File: src/design/assert_macros.svh
// ----------------------------------------------------------------------------
// Assertion macros
// Concurrent checks that compile away when SYNTHESIS is defined.
// ----------------------------------------------------------------------------
`ifndef ASSERT_MACROS_SVH
`define ASSERT_MACROS_SVH

`ifndef SYNTHESIS

// prop must hold at every clock edge outside reset
`define LSR_ASSERT(label, clk, rst_n, prop) \
    label: assert property (@(posedge clk) disable iff (!rst_n) prop) \
        else $error("check failed");

// cond must never be true outside reset
`define LSR_ASSERT_NEVER(label, clk, rst_n, cond) \
    label: assert property (@(posedge clk) disable iff (!rst_n) !(cond)) \
        else $error("forbidden condition seen");

`else

`define LSR_ASSERT(label, clk, rst_n, prop)
`define LSR_ASSERT_NEVER(label, clk, rst_n, cond)

`endif

`endif

File: src/design/lsr_pkg.sv
// ----------------------------------------------------------------------------
// lsr_pkg
// Types and constants shared by the lid servo toggle/ramp block.
// ----------------------------------------------------------------------------
package lsr_pkg;

    localparam int POS_W  = 15;
    localparam int TIME_W = 32;
    localparam int CNT_W  = 2;
    localparam int STEP_W = 2;
    localparam int ADDR_W = 3;

    // config register indexes
    localparam logic [ADDR_W-1:0] CFG_OPEN_ANGLE  = 3'd0;
    localparam logic [ADDR_W-1:0] CFG_CLOSE_ANGLE = 3'd1;
    localparam logic [ADDR_W-1:0] CFG_RAMP_STEP   = 3'd2;
    localparam logic [ADDR_W-1:0] CFG_RELEASE_GAP = 3'd3;
    localparam logic [ADDR_W-1:0] CFG_OPEN_HOLD   = 3'd4;

    // remote switch detector steps
    localparam logic [STEP_W-1:0] STEP_IDLE  = 2'd0;
    localparam logic [STEP_W-1:0] STEP_ARMED = 2'd1;
    localparam logic [STEP_W-1:0] STEP_FIRE  = 2'd2;
    localparam logic [STEP_W-1:0] STEP_SPARE = 2'd3;

    localparam logic [CNT_W-1:0] PRESSES_TO_OPEN = 2'd2;
    localparam logic [CNT_W-1:0] PRESS_MAX       = 2'd3;

    typedef struct packed {
        logic [TIME_W-1:0] time_now;
        logic              shots_nonzero;
        logic              aim_lock_active;
        logic              key_v;
        logic              key_e;
        logic              key_q;
        logic              key_x;
        logic              sw1_up;
        logic              sw2_mid;
        logic              key_mode;
        logic              sys_init;
    } t_tick;

    typedef struct packed {
        logic [POS_W-1:0]  open_angle;
        logic [POS_W-1:0]  close_angle;
        logic [POS_W-1:0]  ramp_step;
        logic [TIME_W-1:0] release_gap_ticks;
        logic [TIME_W-1:0] open_hold_ticks;
    } t_cfg;

    typedef struct packed {
        logic [POS_W-1:0] target;
        logic             clear_shots;
    } t_ctrl_res;

endpackage

File: src/design/lsr_ctrl.sv
// ----------------------------------------------------------------------------
// lsr_ctrl
// Remote toggle detector, key-mode press/hold logic and lid target register.
// ----------------------------------------------------------------------------
module lsr_ctrl (
    input  logic               i_clk,
    input  logic               i_rst_n,
    input  logic               i_adv,
    input  lsr_pkg::t_tick     i_tick,
    input  lsr_pkg::t_cfg      i_cfg,
    output lsr_pkg::t_ctrl_res o_res,
    output logic [lsr_pkg::STEP_W-1:0] o_step
);

    logic [lsr_pkg::POS_W-1:0]  r_target, n_target;
    logic [lsr_pkg::STEP_W-1:0] r_step, n_step;
    logic                       r_key_open, n_key_open;
    logic                       r_x_rel, n_x_rel;
    logic [lsr_pkg::CNT_W-1:0]  r_cnt, n_cnt;
    logic                       r_came_remote, n_came_remote;
    logic [lsr_pkg::TIME_W-1:0] r_last_press, n_last_press;
    logic [lsr_pkg::TIME_W-1:0] r_hold_start, n_hold_start;
    logic                       n_clear;
    logic [lsr_pkg::TIME_W-1:0] gap_elapsed;
    logic [lsr_pkg::TIME_W-1:0] hold_elapsed;

    assign gap_elapsed = i_tick.time_now - r_last_press;

    always_comb begin
        n_target      = r_target;
        n_step        = r_step;
        n_key_open    = r_key_open;
        n_x_rel       = r_x_rel;
        n_cnt         = r_cnt;
        n_came_remote = r_came_remote;
        n_last_press  = r_last_press;
        n_hold_start  = r_hold_start;
        n_clear       = 1'b0;
        hold_elapsed  = i_tick.time_now - r_hold_start;

        if (i_tick.sys_init) begin
            n_target = i_cfg.close_angle;
            n_x_rel  = 1'b1;
            n_cnt    = '0;
        end else begin
            // sw2 mid, then sw1 low, then sw1 high fires a toggle
            if (i_tick.sw2_mid) begin
                if (i_tick.sw1_up) begin
                    if (r_step == lsr_pkg::STEP_ARMED) begin
                        n_step = lsr_pkg::STEP_FIRE;
                    end else if (r_step == lsr_pkg::STEP_FIRE) begin
                        n_step = lsr_pkg::STEP_IDLE;
                    end
                end else begin
                    n_step = lsr_pkg::STEP_ARMED;
                end
            end else begin
                n_step = lsr_pkg::STEP_IDLE;
            end
            if (n_step == lsr_pkg::STEP_FIRE) begin
                n_target = (r_target == i_cfg.open_angle) ? i_cfg.close_angle
                                                          : i_cfg.open_angle;
            end

            if (i_tick.key_mode) begin
                if (r_came_remote) begin
                    n_key_open    = 1'b0;
                    n_target      = i_cfg.close_angle;
                    n_came_remote = 1'b0;
                end
                if (!n_key_open) begin
                    if (!i_tick.key_x) begin
                        n_x_rel = 1'b1;
                        if (gap_elapsed > i_cfg.release_gap_ticks) begin
                            n_cnt = '0;
                        end
                    end
                    if (i_tick.key_x && n_x_rel && !i_tick.aim_lock_active) begin
                        n_last_press = i_tick.time_now;
                        n_x_rel      = 1'b0;
                        if (n_cnt != lsr_pkg::PRESS_MAX) begin
                            n_cnt = n_cnt + 2'd1;
                        end
                    end
                    if (n_cnt >= lsr_pkg::PRESSES_TO_OPEN) begin
                        n_key_open   = 1'b1;
                        n_target     = i_cfg.open_angle;
                        n_clear      = i_tick.shots_nonzero;
                        n_hold_start = i_tick.time_now;
                    end else begin
                        n_target = i_cfg.close_angle;
                    end
                end else begin
                    // X released restarts the hold timer, so elapsed is zero
                    if (!i_tick.key_x) begin
                        n_x_rel      = 1'b1;
                        n_hold_start = i_tick.time_now;
                        hold_elapsed = '0;
                    end
                    if (hold_elapsed > i_cfg.open_hold_ticks || i_tick.key_q
                        || i_tick.key_e || i_tick.key_v) begin
                        n_key_open = 1'b0;
                    end else begin
                        n_target = i_cfg.open_angle;
                    end
                    n_cnt = '0;
                end
            end else begin
                n_key_open    = 1'b0;
                n_x_rel       = 1'b1;
                n_cnt         = '0;
                n_came_remote = 1'b1;
            end
        end
    end

    always_ff @(posedge i_clk) begin
        if (!i_rst_n) begin
            r_target      <= '0;
            r_step        <= lsr_pkg::STEP_IDLE;
            r_key_open    <= 1'b0;
            r_x_rel       <= 1'b1;
            r_cnt         <= '0;
            r_came_remote <= 1'b1;
            r_last_press  <= '0;
            r_hold_start  <= '0;
        end else if (i_adv) begin
            r_target      <= n_target;
            r_step        <= n_step;
            r_key_open    <= n_key_open;
            r_x_rel       <= n_x_rel;
            r_cnt         <= n_cnt;
            r_came_remote <= n_came_remote;
            r_last_press  <= n_last_press;
            r_hold_start  <= n_hold_start;
        end
    end

    assign o_res.target      = n_target;
    assign o_res.clear_shots = n_clear;
    assign o_step            = r_step;

endmodule

File: src/design/lsr_ramp.sv
// ----------------------------------------------------------------------------
// lsr_ramp
// Actual position register, stepped toward the target and clamped at it.
// ----------------------------------------------------------------------------
module lsr_ramp (
    input  logic                      i_clk,
    input  logic                      i_rst_n,
    input  logic                      i_adv,
    input  logic                      i_starting,
    input  logic [lsr_pkg::POS_W-1:0] i_close,
    input  logic [lsr_pkg::POS_W-1:0] i_target,
    input  logic [lsr_pkg::POS_W-1:0] i_step,
    output logic [lsr_pkg::POS_W-1:0] o_pos_next
);

    logic [lsr_pkg::POS_W-1:0] r_pos;
    logic [lsr_pkg::POS_W-1:0] base;
    logic [lsr_pkg::POS_W:0]   sum;
    logic [lsr_pkg::POS_W-1:0] diff;

    // starting snaps the position to closed before the ramp
    assign base = i_starting ? i_close : r_pos;
    assign sum  = {1'b0, base} + {1'b0, i_step};
    assign diff = base - i_target;

    always_comb begin
        if (base < i_target) begin
            o_pos_next = (sum > {1'b0, i_target}) ? i_target : sum[lsr_pkg::POS_W-1:0];
        end else if (base > i_target) begin
            o_pos_next = (diff < i_step) ? i_target : base - i_step;
        end else begin
            o_pos_next = base;
        end
    end

    always_ff @(posedge i_clk) begin
        if (!i_rst_n) begin
            r_pos <= '0;
        end else if (i_adv) begin
            r_pos <= o_pos_next;
        end
    end

endmodule

File: src/design/lid_servo_toggle_ramp.sv
// ----------------------------------------------------------------------------
// lid_servo_toggle_ramp
// Lid servo control: remote toggle / key-mode open-close and position ramp.
// ----------------------------------------------------------------------------
//  channel   dir   handshake                       payload
//  s_axis    in    s_axis_tvalid / s_axis_tready   s_axis_tdata[47:0] control tick
//  m_axis    out   m_axis_tvalid / m_axis_tready   m_axis_tdata[23:0] servo result
//  cfg       in    i_cfg_valid / o_cfg_ready       i_cfg_addr, i_cfg_data
//
// One item per cycle sustained while m_axis_tready holds; an item held in the
// input register writes its result into the result register as it advances.
// The result register frees as it is taken, so an item enters while a result
// waits; only a stalled result plus a full input register lowers s_axis_tready.
// Reset is synchronous, active low; config writes are always taken.
// ----------------------------------------------------------------------------
`include "assert_macros.svh"

module lid_servo_toggle_ramp (
    input  logic        i_clk,
    input  logic        i_rst_n,
    input  logic        s_axis_tvalid,
    output logic        s_axis_tready,
    // [0] sys_init [1] key_mode [2] sw2_mid [3] sw1_up [4] key_x
    // [5] key_q [6] key_e [7] key_v [8] aim_lock_active [9] shots_nonzero
    // [41:10] time_now [47:42] zero
    input  logic [47:0] s_axis_tdata,
    output logic        m_axis_tvalid,
    input  logic        m_axis_tready,
    // [14:0] servo_pulse [15] target_open [16] lid_open [17] clear_shots
    // [23:18] zero
    output logic [23:0] m_axis_tdata,
    input  logic        i_cfg_valid,
    output logic        o_cfg_ready,
    input  logic [2:0]  i_cfg_addr,
    input  logic [31:0] i_cfg_data
);

    lsr_pkg::t_tick             r_in;
    logic                       r_in_valid;
    lsr_pkg::t_cfg              r_cfg;
    logic                       r_out_valid;
    logic [23:0]                r_out;
    logic                       adv;
    lsr_pkg::t_ctrl_res         ctrl_res;
    logic [lsr_pkg::POS_W-1:0]  pos_next;
    logic [lsr_pkg::STEP_W-1:0] det_step;
    lsr_pkg::t_tick             tick_in;

    assign adv           = r_in_valid && (!r_out_valid || m_axis_tready);
    assign s_axis_tready = !r_in_valid || adv;
    assign o_cfg_ready   = 1'b1;
    assign m_axis_tvalid = r_out_valid;
    assign m_axis_tdata  = r_out;

    assign tick_in.sys_init        = s_axis_tdata[0];
    assign tick_in.key_mode        = s_axis_tdata[1];
    assign tick_in.sw2_mid         = s_axis_tdata[2];
    assign tick_in.sw1_up          = s_axis_tdata[3];
    assign tick_in.key_x           = s_axis_tdata[4];
    assign tick_in.key_q           = s_axis_tdata[5];
    assign tick_in.key_e           = s_axis_tdata[6];
    assign tick_in.key_v           = s_axis_tdata[7];
    assign tick_in.aim_lock_active = s_axis_tdata[8];
    assign tick_in.shots_nonzero   = s_axis_tdata[9];
    assign tick_in.time_now        = s_axis_tdata[41:10];

    always_ff @(posedge i_clk) begin
        if (!i_rst_n) begin
            r_cfg.open_angle        <= '0;
            r_cfg.close_angle       <= '0;
            r_cfg.ramp_step         <= 15'd100;
            r_cfg.release_gap_ticks <= 32'd200;
            r_cfg.open_hold_ticks   <= 32'd800;
        end else if (i_cfg_valid) begin
            unique case (i_cfg_addr)
                lsr_pkg::CFG_OPEN_ANGLE:  r_cfg.open_angle  <= i_cfg_data[14:0];
                lsr_pkg::CFG_CLOSE_ANGLE: r_cfg.close_angle <= i_cfg_data[14:0];
                lsr_pkg::CFG_RAMP_STEP:   r_cfg.ramp_step   <= i_cfg_data[14:0];
                lsr_pkg::CFG_RELEASE_GAP: r_cfg.release_gap_ticks <= i_cfg_data;
                lsr_pkg::CFG_OPEN_HOLD:   r_cfg.open_hold_ticks   <= i_cfg_data;
                default: ;
            endcase
        end
    end

    always_ff @(posedge i_clk) begin
        if (!i_rst_n) begin
            r_in_valid <= 1'b0;
        end else if (s_axis_tvalid && s_axis_tready) begin
            r_in_valid <= 1'b1;
        end else if (adv) begin
            r_in_valid <= 1'b0;
        end
    end

    always_ff @(posedge i_clk) begin
        if (s_axis_tvalid && s_axis_tready) begin
            r_in <= tick_in;
        end
    end

    lsr_ctrl u_ctrl (
        .i_clk   (i_clk),
        .i_rst_n (i_rst_n),
        .i_adv   (adv),
        .i_tick  (r_in),
        .i_cfg   (r_cfg),
        .o_res   (ctrl_res),
        .o_step  (det_step)
    );

    lsr_ramp u_ramp (
        .i_clk      (i_clk),
        .i_rst_n    (i_rst_n),
        .i_adv      (adv),
        .i_starting (r_in.sys_init),
        .i_close    (r_cfg.close_angle),
        .i_target   (ctrl_res.target),
        .i_step     (r_cfg.ramp_step),
        .o_pos_next (pos_next)
    );

    always_ff @(posedge i_clk) begin
        if (!i_rst_n) begin
            r_out_valid <= 1'b0;
        end else if (adv) begin
            r_out_valid <= 1'b1;
        end else if (m_axis_tready) begin
            r_out_valid <= 1'b0;
        end
    end

    always_ff @(posedge i_clk) begin
        if (adv) begin
            r_out <= {6'd0,
                      ctrl_res.clear_shots,
                      (pos_next == r_cfg.open_angle),
                      (ctrl_res.target == r_cfg.open_angle),
                      pos_next};
        end
    end

    // a shot-count clear only comes with an opening, so the target is open
    `LSR_ASSERT(a_clr_open, i_clk, i_rst_n, m_axis_tvalid && m_axis_tdata[17] |-> m_axis_tdata[15])
    // detector never reaches the unused step from reset
    `LSR_ASSERT_NEVER(a_no_spare_step, i_clk, i_rst_n, det_step == lsr_pkg::STEP_SPARE)
    // full input register behind a stalled result must backpressure
    `LSR_ASSERT(a_bp, i_clk, i_rst_n, r_in_valid && r_out_valid && !m_axis_tready |-> !s_axis_tready)

endmodule
File: config.mk
export PLATFORM = sky130hd
export DESIGN_NAME = lid_servo_toggle_ramp
export DESIGN_NICKNAME = d
export VERILOG_FILES = /design/src/design/lsr_pkg.sv /design/src/design/lsr_ctrl.sv /design/src/design/lsr_ramp.sv /design/src/design/lid_servo_toggle_ramp.sv
export VERILOG_INCLUDE_DIRS = /design/src /design/src/design
export SDC_FILE = /design/constraint.sdc
export NUM_CORES = 1
export LEC_CHECK = 0
export BUFFER_PORTS_ARGS = -buffer_cell sky130_fd_sc_hd__buf_4
export CORE_MARGIN = 2
export CORE_UTILIZATION = 58
export CTS_BUF_LIST = sky130_fd_sc_hd__clkbuf_8
export CTS_CLUSTER_SIZE = 25
export DETAILED_ROUTE_END_ITERATION = 10
export HOLD_SLACK_MARGIN = 0.02
export PLACE_DENSITY = 0.76
export SETUP_SLACK_MARGIN = 0.15
export SLEW_MARGIN = 5
export SYNTH_ARGS = -nofsm -noshare
export SYNTH_HDL_FRONTEND = slang
export SYNTH_SLANG_ARGS = --single-unit
File: constraint.sdc
create_clock -name i_clk -period 20.7 [get_ports i_clk]
set_input_delay 3.105 -clock i_clk [delete_from_list [all_inputs] [get_ports i_clk]]
set_output_delay 3.105 -clock i_clk [all_outputs]
set_load 0.02 [all_outputs]
; Word level (Yosys, flattened, before mapping)
; Index checks and enable logic that the tools add are counted.
[totals]
wordCells = 141
inputBits = 88
out_inout_bits = 27
register_bits = 272
[op_classes]
addsub = 6
n_lt_le_gt_ge = 7
n_eq_ne = 12
n_reduce_logical = 25
bitwise_logic = 4
n_mux = 58
[ops]
columns = operator, count
row1 = $mux W32, 7
row2 = $mux W15, 13
row3 = $gt A32 B32 Y1, 2
row4 = $sub A32 B32 Y32, 2
row5 = $eq A15 B15 Y1, 3
row6 = $mux W2, 18
row7 = $lt A15 B15 Y1, 2
row8 = $sub A15 B15 Y15, 2
row9 = $mux W1, 20
row10 = $add A15 B15 Y16, 1
row11 = $gt A16 B15 Y1, 1
row12 = $gt A15 B15 Y1, 1
row13 = $reduce_and A2 Y1, 6
row14 = $reduce_and A5 Y1, 2
row15 = $eq A3 B2 Y1 const B, 2
row16 = $reduce_bool A2 Y1, 3
row17 = $logic_or A1 B1 Y1, 5
row18 = $eq A2 B2 Y1 const B, 2
row19 = $logic_and A1 B1 Y1, 4
row20 = $ne A2 B2 Y1 const B, 2
row21 = $not A1 Y1, 4
row22 = $reduce_or A4 Y1, 1
row23 = $eq A3 B1 Y1 const B, 1
row24 = $eq A3 B3 Y1 const B, 1
row25 = other kinds (5), 7

; Longest topological paths before layout
[logic_depth]
depth_word = 24
depth_mapped = 55
ltp_nobuf = 53

; Hierarchy
; From an unflattened synthesis, not the netlist that was laid out.
[unflattened]
hier_cells = 2470
area_unflattened_um2 = 20024.2
[modules_own_cells]
columns = mod, seq_area_each_um2, area_each_um2, n_inst, cells_per_inst
row1 = lsr_ctrl, 1721.7, 9293.9, 1, 1312
row2 = lid_servo_toggle_ramp, 4023.9, 6427.4, 1, 602
row3 = lsr_ramp, 300.3, 4302.9, 1, 556

; Least setup slack after synthesis
; No wires, ideal clock.
[synth_path]
path_type = register to register
from = reg r_in[10] (netlist name)
to = reg r_out[16] (netlist: m_axis_tdata[16]) (data pin)
path_stages_with_launch = 54
synth_period_minus_slack_ns = 11.287
setup_time_ns = 0.170
n_path_buf = 2
t_required_ns = 20.530
arrival_ns = 11.117
setup_slack_ns = 9.413
path_cell_list = edfxtp_1 > inv_1 > ha_1 > inv_1 > fa_1 > a21o_1 > a21oi_1 > o21bai_1 > a21oi_1 > o21bai_1 > a41oi_1 > a311oi_1 > a211oi_1 > a21oi_1 > a41oi_1 > a21oi_1 > and4_1 > a2111oi_0 > (+18 left out) > o41ai_1 > o21bai_1 > a21oi_1 > xnor2_1 > ha_1 > nand3_1 > nor2_1 > a221oi_1 > o21a_1 > clkbuf_1 > clkbuf_1 > a21oi_1 > mux2i_1 > nor2_1 > a211oi_1 > a21oi_1 > or4_1 > nor4_2
[synth_via]
elab_chain_cells = 24
word_cells_on_any_way = 39
classes_between = add/sub (4) / order compare (7) / eq/ne (2) / mux (23) / reduce/logical (3)
[synth_rtl]
columns = item, line_no
row1 = from (decl), lid_servo_toggle_ramp.sv:38  ; lsr_pkg::t_tick r_in;
row2 = from (signal assigned), lid_servo_toggle_ramp.sv:98  ; r_in <= tick_in;
row3 = $sub A32 B32 Y32, lsr_ctrl.sv:27  ; assign gap_elapsed = i_tick.time_now - r_last_press;
row4 = $gt A32 B32 Y1, lsr_ctrl.sv:74  ; if (gap_elapsed > i_cfg.release_gap_ticks) begin
row5 = $mux W2, lsr_ctrl.sv:74
row6 = $mux W2, lsr_ctrl.sv:72  ; if (!i_tick.key_x) begin
row7 = $mux W2, lsr_ctrl.sv:71  ; if (!n_key_open) begin
row8 = $mux W2, lsr_ctrl.sv:65  ; if (i_tick.key_mode) begin
row9 = $mux W2, lsr_ctrl.sv:41  ; if (i_tick.sys_init) begin
row10 = $add A2 B1 Y2 / $ne A2 B2 Y1 (equally long branches), "lsr_ctrl.sv:82, lsr_ctrl.sv:81"
row11 = (+8 left out), --
row12 = $mux W15 *, lsr_ctrl.sv:65
row13 = $mux W15 *, lsr_ctrl.sv:41
row14 = $sub A15 B15 Y15, lsr_ramp.sv:24  ; assign diff = base - i_target;
row15 = $lt A15 B15 Y1, lsr_ramp.sv:30  ; o_pos_next = (diff < i_step) ? i_target : base - i_step;
row16 = $mux W15, lsr_ramp.sv:30
row17 = $mux W15, lsr_ramp.sv:29  ; end else if (base > i_target) begin
row18 = $mux W15 *, lsr_ramp.sv:27  ; if (base < i_target) begin
row19 = $eq A15 B15 Y1 *, lid_servo_toggle_ramp.sv:137  ; (pos_next == r_cfg.open_angle),
row20 = to (signal assigned), lid_servo_toggle_ramp.sv:135  ; r_out <= {6'd0,
row21 = to (decl), lid_servo_toggle_ramp.sv:42  ; logic [23:0] r_out;
; Every way passes the cells marked *; elsewhere a longest branch is shown, timed or not. The select of a mux whose other input is x is not followed.
; A chain may end at the register's enable or synchronous reset.

; Final worst setup path
; Same ends and word-level chain as after synthesis.

==> impl_metrics.tcl <==
set metrics [dict create \
    pre_cts_ws_ns 6.85 \
    htreeDepth 2 \
    multi_input_area_mm2 0.0125 \
    cts-resized-gates 0 \
    routabilityCongestion 0.946 \
    grtUsageTotal_pct 31.9 \
    fill_cells 2905 \
    viasPerCell 5.89 \
    fin_area_mm2 0.0218 \
    leakage_nw 8.59 \
    p_sw_share_pct 34.2 \
    internal_power_mw 1.08 \
    start_util_pct 58.9 \
    numPortBuffers 101 \
    worst_ep_arrival_time_ns 14.52 \
    coreArea_mm2 0.0335 \
    post-cts-setup-buffers 0 \
    dr.pass1.iters 6 \
    synthArstFlopShare_pct 0 \
    hold_viol_final 0 \
    drtIter0Drc 1083 \
    worstSetupStartpointType "register" \
    final.setup.tns_ns 0 \
    cp-end-kind "register" \
    rsz0062_at_grt "no" \
    antenna_found_initial 0 \
    hold_buffers 0 \
    routed_wl_um 56900 \
    numCtsBuffers 48 \
    netlist_area_mm2 0.0197 \
    grt_first_pass_wirelength_um 90200 \
    nets 2793 \
    clock-sinks 272 \
    period_minus_slack_ns 14.08 \
    crit_family "compound AO/OA/AOI/OAI gates" \
    dpl.hpwl_um 42000 \
    critPathKind "reg2reg" \
    hp-class "reg2reg" \
    setup_violations 0 \
    cp_max_fo 24 \
    cp.required_ns 21.14 \
    cp_num_buf_inv 2 \
    hold_ws_ns 0.463 \
    cp_common_cell "a21oi_1" \
    area_growth_pct 10.7 \
    ff_latch_area_mm2 0.00605 \
    synthFlopType "dfxtp_1" \
    p_clk_share_pct 33.3 \
    tightest_slew_ns 1.20 \
    syn_area_per_cell_um2 8.09 \
    post-route-drc-count 0 \
    clockBufferDepth 3 \
    grt_max_degree 109 \
    vdd_drop_max_v 0.0000599 \
    slowest_stage "o31ai_2" \
    final_cell_mix "nand2_1 (467), dfxtp_1 (212), inv_1 (204), ha_1 (198), a21boi_0 (177)" \
    switchingPower_uw 564 \
    design.die.area_mm2 0.0355 \
    combPwrFrac_pct 30.9 \
    rows 67 \
    relSlewSlack_pct 19.4 \
    post_dp_cell_area_mm2 0.0208 \
    cts_root_buffer "clkbuf_8" \
    n_antenna_cell 0 \
    grt_pass1_vias 17200 \
    timing.final.ws_setup_ns 6.62 \
    routed-via-count 17600 \
    synthCells 2440 \
    max_freq_mhz 71.0 \
    ys.warnings.count 0 \
    route.antenna.remaining_nets 0 \
    ys_types 91 \
    pwr-share-seq_pct 35.8 \
    die_h_um 188 \
    ys_seq_elements 272 \
    clock_skew_ns 0.0485 \
    powerDensity_mw_per_mm2 75.4 \
    status "finished, final reports clean" \
    final_layout_size_suffix_gt1_share_pct 10.2 \
    slew_viol_final 0 \
    critical-path-max-stage-delay_ns 0.94 \
    ys_seq_area_share_pct 30.6 \
    overflow 0 \
    wire_per_inst_um 19.0 \
    rrSetupSlack_ns 6.62 \
    die_w_um 188 \
    synth_edf_count 60 \
    layout_commonest_cell "nand2_1" \
    clkSlewWorstSetupHoldPaths_ns 0.06 \
    clk_latency_ns 0.66 \
    cts_tree "done" \
    boundaryPins 115 \
    max-cap-violations 0 \
    min_period_over_period_pct 68.0 \
]
## layout make-up
class | count | area share [%]
Clock inverter | 33 | 1.24
Tap cell | 448 | 2.57
Inverter | 188 | 3.23
Clock buffer | 57 | 3.59
Sequential cell | 272 | 27.7
Multi-Input combinational cell | 1866 | 57.3
Timing Repair Buffer | 127 | 4.36
## flip-flops by register name (all words and copies together) (netlist names)
signal                cells
u_ctrl.r_x_rel            1
r_in                     42
r_cfg                   109
u_ctrl.r_hold_start      32
u_ctrl.r_cnt              2
u_ctrl.r_last_press      32
u_ctrl.r_target          15
m_axis_tdata             18
r_in_valid                1
u_ctrl.o_step             2
u_ctrl.r_key_open         1
u_ramp.r_pos             15
m_axis_tvalid             1
u_ctrl.r_came_remote      1
## per-layer routing
metal	share of wire, %	GRT usage [%]	up-vias
li1	-	-	8610
met5	0	0	-
met3	6.2	5.31	164
met1	42	39.2	8286
met4	5.5	16.8	0
met2	46	53.7	571
## synth_stat cells (all sizes together) (24+ instances only)
| cell type | count | share of area, % |
|---|---|---|
| clkbuf | 98 | 1.9 |
| xnor2 | 89 | 4.0 |
| a21o | 42 | 1.6 |
| a21boi | 178 | 6.8 |
| nor2 | 118 | 2.2 |
| o21ai | 67 | 1.7 |
| nand4 | 24 | 0.76 |
| a31oi | 24 | 0.84 |
| a211oi | 25 | 0.98 |
| nor3 | 32 | 0.81 |
| inv | 187 | 3.6 |
| ha | 198 | 13 |
| nand3 | 44 | 1.1 |
| a21oi | 128 | 3.3 |
| mux2i | 26 | 1.3 |
| edfxtp | 60 | 9.1 |
| and2 | 37 | 1.2 |
| xor2 | 41 | 1.8 |
| dfxtp | 212 | 22 |
| nand2 | 467 | 8.9 |
## through the flow
step	total power, mW	util, %	instances
floorplan	0.960	-	2445
global placement	1.09	62.0	2901
detailed placement	1.10	62.0	2901
CTS	1.65	65.2	2991
global route	1.73	65.2	2991
finish	1.65	65.2	2991
## power groups by stage
stage	Sequential, mW	Combinational, mW	Clock (mW)
floorplan	0.601	0.359	0
global placement	0.599	0.489	0
detailed placement	0.600	0.499	0
CTS	0.589	0.502	0.556
global route	0.591	0.558	0.581
finish	0.589	0.509	0.549
## worst min-delay path, cell delays in order (launching register included)
cell	delay, ns
dfxtp_1	0.31
nand2_1	0.04
a21boi_0	0.06
## final timing paths
path | end | cells after the start | start
worst max-delay path | m_axis_tdata[16] | 52 | r_in[10]
worst min register to register | r_cfg[18] | 2 | r_cfg[18]
worst max register to register | m_axis_tdata[16] | 52 | r_in[10]
worst min-delay path | r_cfg[18] | 2 | r_cfg[18]
## logic make-up (layout without fill, tap and decap cells)
kind of cell | after synthesis | count (layout) | synth area share, %
AO/OA/AOI/OAI | 630 | 630 | 22.6
XOR/XNOR | 130 | 130 | 5.77
adder cells (fa/ha/maj) | 203 | 203 | 13.0
buffers and inverters | 307 | 405 | 6.03
flip-flops | 272 | 272 | 30.6
multiplexers | 45 | 45 | 2.40
other | 2 | 7 | 0.0381
AND/OR/NAND/NOR | 851 | 851 | 19.6
(Power assumes the default switching activity.)
